$ cat src/hw/rtl/pscl_pkg.sv
package pscl_pkg;

    localparam int TABLE_ENTRIES = 64;
    localparam int ADDR_BITS     = 32;
    localparam int IDX_BITS      = $clog2(TABLE_ENTRIES);
    localparam int CNT_BITS      = 8;
    localparam int CTR_BITS      = 32;

    localparam logic [CNT_BITS-1:0] COUNT_MAX     = 8'd255;
    localparam logic [CNT_BITS-1:0] DEFAULT_LIMIT = 8'd6;

    typedef enum logic [1:0] {
        MODE_ATTEMPT    = 2'd0,
        MODE_HANDSHAKE  = 2'd1,
        MODE_DISCONNECT = 2'd2,
        MODE_UNUSED     = 2'd3
    } mode_t;

    typedef enum logic [1:0] {
        ST_OK      = 2'd0,
        ST_OVER    = 2'd1,
        ST_FULL    = 2'd2,
        ST_UNKNOWN = 2'd3
    } status_t;

    typedef enum logic [1:0] {
        S_IDLE,
        S_SWEEP,
        S_COMMIT
    } state_t;

    // Lookup token that walks down the row of cells.
    typedef struct packed {
        logic                    active;
        logic [ADDR_BITS-1:0]    addr;
        logic                    hit;
        logic [IDX_BITS-1:0]     hit_idx;
        logic [CNT_BITS-1:0]     hit_count;
        logic                    free;
        logic [IDX_BITS-1:0]     free_idx;
    } token_t;

    // Entry update broadcast to all cells.
    typedef struct packed {
        logic                    we;
        logic [IDX_BITS-1:0]     idx;
        logic [ADDR_BITS-1:0]    addr;
        logic [CNT_BITS-1:0]     count;
        logic                    valid;
    } wr_t;

endpackage

$ cat src/hw/rtl/pscl_cell.sv
module pscl_cell import pscl_pkg::*; (
    input  logic                aclk,
    input  logic                aresetn,
    input  logic [IDX_BITS-1:0] cell_idx,
    input  token_t              tok_i,
    input  wr_t                 wr_i,
    output token_t              tok_o
);

    logic                 valid_reg;
    logic [CNT_BITS-1:0]  count_reg;
    logic [ADDR_BITS-1:0] addr_reg;
    token_t               tok_reg;
    token_t               tok_next;
    logic                 wr_hit;

    // Fold this entry into the passing token: first match and lowest free slot win.
    always_comb begin
        tok_next = tok_i;
        if (valid_reg && (addr_reg == tok_i.addr) && !tok_i.hit) begin
            tok_next.hit       = 1'b1;
            tok_next.hit_idx   = cell_idx;
            tok_next.hit_count = count_reg;
        end
        if (!valid_reg && !tok_i.free) begin
            tok_next.free     = 1'b1;
            tok_next.free_idx = cell_idx;
        end
    end

    assign wr_hit = wr_i.we && (wr_i.idx == cell_idx);

    always_ff @(posedge aclk) begin
        if (!aresetn) begin
            tok_reg   <= '0;
            valid_reg <= 1'b0;
            count_reg <= '0;
        end else begin
            tok_reg <= tok_next;
            if (wr_hit) begin
                valid_reg <= wr_i.valid;
                count_reg <= wr_i.count;
            end
        end
    end

    always_ff @(posedge aclk) begin
        if (wr_hit) begin
            addr_reg <= wr_i.addr;
        end
    end

    assign tok_o = tok_reg;

endmodule

$ cat config.mk
export PLATFORM = sky130hd
export DESIGN_NAME = pscl_cell
export DESIGN_NICKNAME = d
export VERILOG_FILES = /design/src/hw/rtl/pscl_pkg.sv /design/src/hw/rtl/pscl_cell.sv
export SDC_FILE = /design/constraint.sdc
export NUM_CORES = 1
export LEC_CHECK = 0
export BUFFER_PORTS_ARGS = -buffer_cell sky130_fd_sc_hd__buf_2
export CAP_MARGIN = 20
export CORE_MARGIN = 3
export CORE_UTILIZATION = 40
export DETAILED_ROUTE_END_ITERATION = 10
export GPL_ROUTABILITY_DRIVEN = 1
export MAX_ROUTING_LAYER = met4
export PLACE_DENSITY = 0.77
export SLEW_MARGIN = 15
export SYNTH_ARGS = -nofsm -noshare
export SYNTH_HDL_FRONTEND = slang
export SYNTH_SLANG_ARGS = --single-unit
export TNS_END_PERCENT = 30
$ cat constraint.sdc
create_clock -name aclk -period 2.7 [get_ports aclk]
set_input_delay 0.405 -clock aclk [delete_from_list [all_inputs] [get_ports aclk]]
set_output_delay 0.405 -clock aclk [all_outputs]
set_load 0.05 [all_outputs]
==> results_dict.tcl <==
set metrics [dict create \
    cts_hold_buf 0 \
    hold_viol 0 \
    cp.arrival_ns 2.47 \
    detail-route-antenna-nets 0 \
    drtIter0Drc 103 \
    area_growth_pct 30.3 \
    crit_family "simple AND/OR/NAND/NOR gates" \
    timing.rr.end "tok_o[18]$_SDFF_PN0_" \
    nets 569 \
    ioPinCount 166 \
    ys_ff_latch 96 \
    route.vias.total 2750 \
    syn_avg_cell_area_um2 12.3 \
    htree_levels 3 \
    instances_no_fill 571 \
    async_reset_ff_share_pct 0 \
    period_share_pct 80.9 \
    crit_fanout 15 \
    gr-usage-all-layers_pct 18.1 \
    start_kind "flip-flop" \
    rrSetupSlack_ns 0.52 \
    cts_buffers 9 \
    holdPathStages 1 \
    fin_ws_ns 0.516 \
    dp_hpwl_mm 6.67 \
    worstSetupPathType "flip-flop to flip-flop" \
    drive_above_1_share_pct 43.6 \
    fmax_mhz 458 \
    hold_start "wr_i[14]" \
    wirelength_mm 8.81 \
    setup_viol 0 \
    first_pass_iters 4 \
    status "finished, final reports clean" \
    core-area_um2 8760 \
    cts_tree "built" \
    slowest_delay_ns 0.70 \
    setup_tns_ns 0 \
    cp_data_required_time_ns 2.98 \
    dieArea_um2 10200 \
    holdPathEnd "addr_reg[5]$_DFFE_PP_" \
    leakage_uw 0.00204 \
    grt_pass1_wl_mm 13.7 \
    r2r-start "addr_reg[31]$_DFFE_PP_" \
    power.density_nw_per_um2 599 \
    largest_reg_flops 55 \
    gp_congestion 0.784 \
    wl_per_cell_um 15.4 \
    num_antenna_cells 0 \
    min_path_type "input port to flip-flop" \
    worst_pin_slew_ns 0.666 \
    rsz0062_at_grt "no" \
    irDropWorstVdd_mv 0.250 \
    ys_warn_count 0 \
    cts_resized 0 \
    post_cts_buffers 0 \
    clock_path_buffers 2 \
    endpoint_kind "flip-flop" \
    synth_fp_nets 405 \
    place_ws_ns 0.390 \
    grt_pass1_vias 2829 \
    grt-ovfl-total 0 \
    die_w_um 101 \
    cpMaxStageDelayCell "and4_1" \
    die_y_um 101 \
    placed_cells_incl_taps 555 \
    synth_ff_type "dfxtp_1" \
    grt_max_degree 42 \
    skew_ns 0.0165 \
    cts.sinks 96 \
    drc_errors 0 \
    timing.hold.ws_ns 0.212 \
    clk_pin_slew_worst_paths_ns 0.11 \
    path_buf_inv 0 \
    crit_chain "xor2_1 -> nor4_1 -> and4_1 -> nand4_1 -> a21oi_1" \
    num_rows 34 \
    initial_core_util_pct 41.3 \
    utilization_pct 53.8 \
    clock_latency_ns 0.36 \
    netlist_instances 294 \
    slew_headroom_pct 55.6 \
    final.fill_count 795 \
    synth_edf_count 32 \
    antenna_found_initial 0 \
    maxSlewViolCount 0 \
    vias_per_cell 4.82 \
    cap_violations 0 \
    fin_crit_ns 2.18 \
    cts_root_buf "clkbuf_8" \
    ys_types 34 \
    rr_worst_depth 5 \
    netlist_area_um2 3620 \
    ys_seq_area_share_pct 61.9 \
    portBuffers 165 \
]
where the power goes:
part | internal [uW] | switching (uW) | total [uW]
sequential | 1540 | 13.2 | 1550
combinational | 136 | 271 | 406
clock | 350 | 517 | 867
logic make-up after synthesis:
| family | count (synthesis) | synth area share [%] |
|---|---|---|
| AOI/OAI and AO/OA | 45 | 9.61 |
| xor gates and xnor gates | 32 | 7.74 |
| buffers and inverters | 23 | 3.46 |
| DFF | 96 | 61.9 |
| muxes | 9 | 2.49 |
| and+or+nand+nor | 89 | 14.8 |
cell usage after synthesis (all sizes together), types with 4 or more instances:
cell	n	area, um2
nor4	7	62.6
xor2	28	245
edfxtp	32	961
clkbuf	7	26.3
xnor2	4	35.0
dfxtp	64	1280
a21oi	21	105
o21ai	6	30.0
nand4	17	106
inv	4	15.0
mux2i	9	90.1
o31ai	14	155
and2	30	189
nor2	15	56.3
nand2	6	22.5
buf	10	76.3
metal layers:
metal | global-route usage (%) | up-vias | wire length, um
li1 | - | 1360 | -
met2 | 30.1 | 110 | 4400
met1 | 21.2 | 1262 | 3610
met3 | 3.79 | 18 | 606
met5 | - | - | 0
met4 | 7.46 | 0 | 187
cell usage in the layout (no fill, tap or decap), types with 3 or more instances in the layout:
| cell | n |
|---|---|
| and2_1 | 29 |
| nor4_1 | 3 |
| xnor2_1 | 4 |
| buf_4 | 4 |
| o31ai_2 | 10 |
| clkbuf_8 | 9 |
| edfxtp_1 | 32 |
| clkinvlp_4 | 3 |
| nor4_2 | 4 |
| o21ai_0 | 6 |
| nor2_1 | 15 |
| inv_1 | 4 |
| and3_1 | 3 |
| dfxtp_1 | 64 |
| nand2_1 | 6 |
| nand4_1 | 17 |
| nand2b_1 | 3 |
| o31ai_1 | 4 |
| mux2i_1 | 9 |
| buf_2 | 165 |
| a21oi_1 | 21 |
| xor2_1 | 28 |
layout make-up:
class,count,area (um2),area share (%)
sequential,96,2240,47.5
multi-input combinational,175,1260,26.7
timing repair buffer,170,876,18.6
tap,108,135,2.86
clock buffer,10,128,2.71
clock inverter,6,53.8,1.14
inverter,6,22.5,0.477
worst max-delay path by stage:
stage                                       from  depth (start not counted)                        end  slack, ns
after floorplan                      cell_idx[5]                          5  count_reg[0]$_SDFFE_PN0P_       0.88
after global placement                 tok_i[53]                          6        tok_o[9]$_SDFF_PN0_       0.50
after detailed placement               tok_i[53]                          6       tok_o[18]$_SDFF_PN0_       0.39
after CTS                 addr_reg[31]$_DFFE_PP_                          5       tok_o[18]$_SDFF_PN0_       0.53
after global routing      addr_reg[31]$_DFFE_PP_                          5       tok_o[14]$_SDFF_PN0_       0.35
final                     addr_reg[31]$_DFFE_PP_                          5       tok_o[18]$_SDFF_PN0_       0.52
per-stage QoR:
stage	instance area, um2	power [uW]
after floorplan	3620	1840
final	4720	2830
after CTS	4720	2870
after detailed placement	4540	2000
after global placement	4540	1990
after global routing	4720	2960
(Power assumes the default switching activity.)
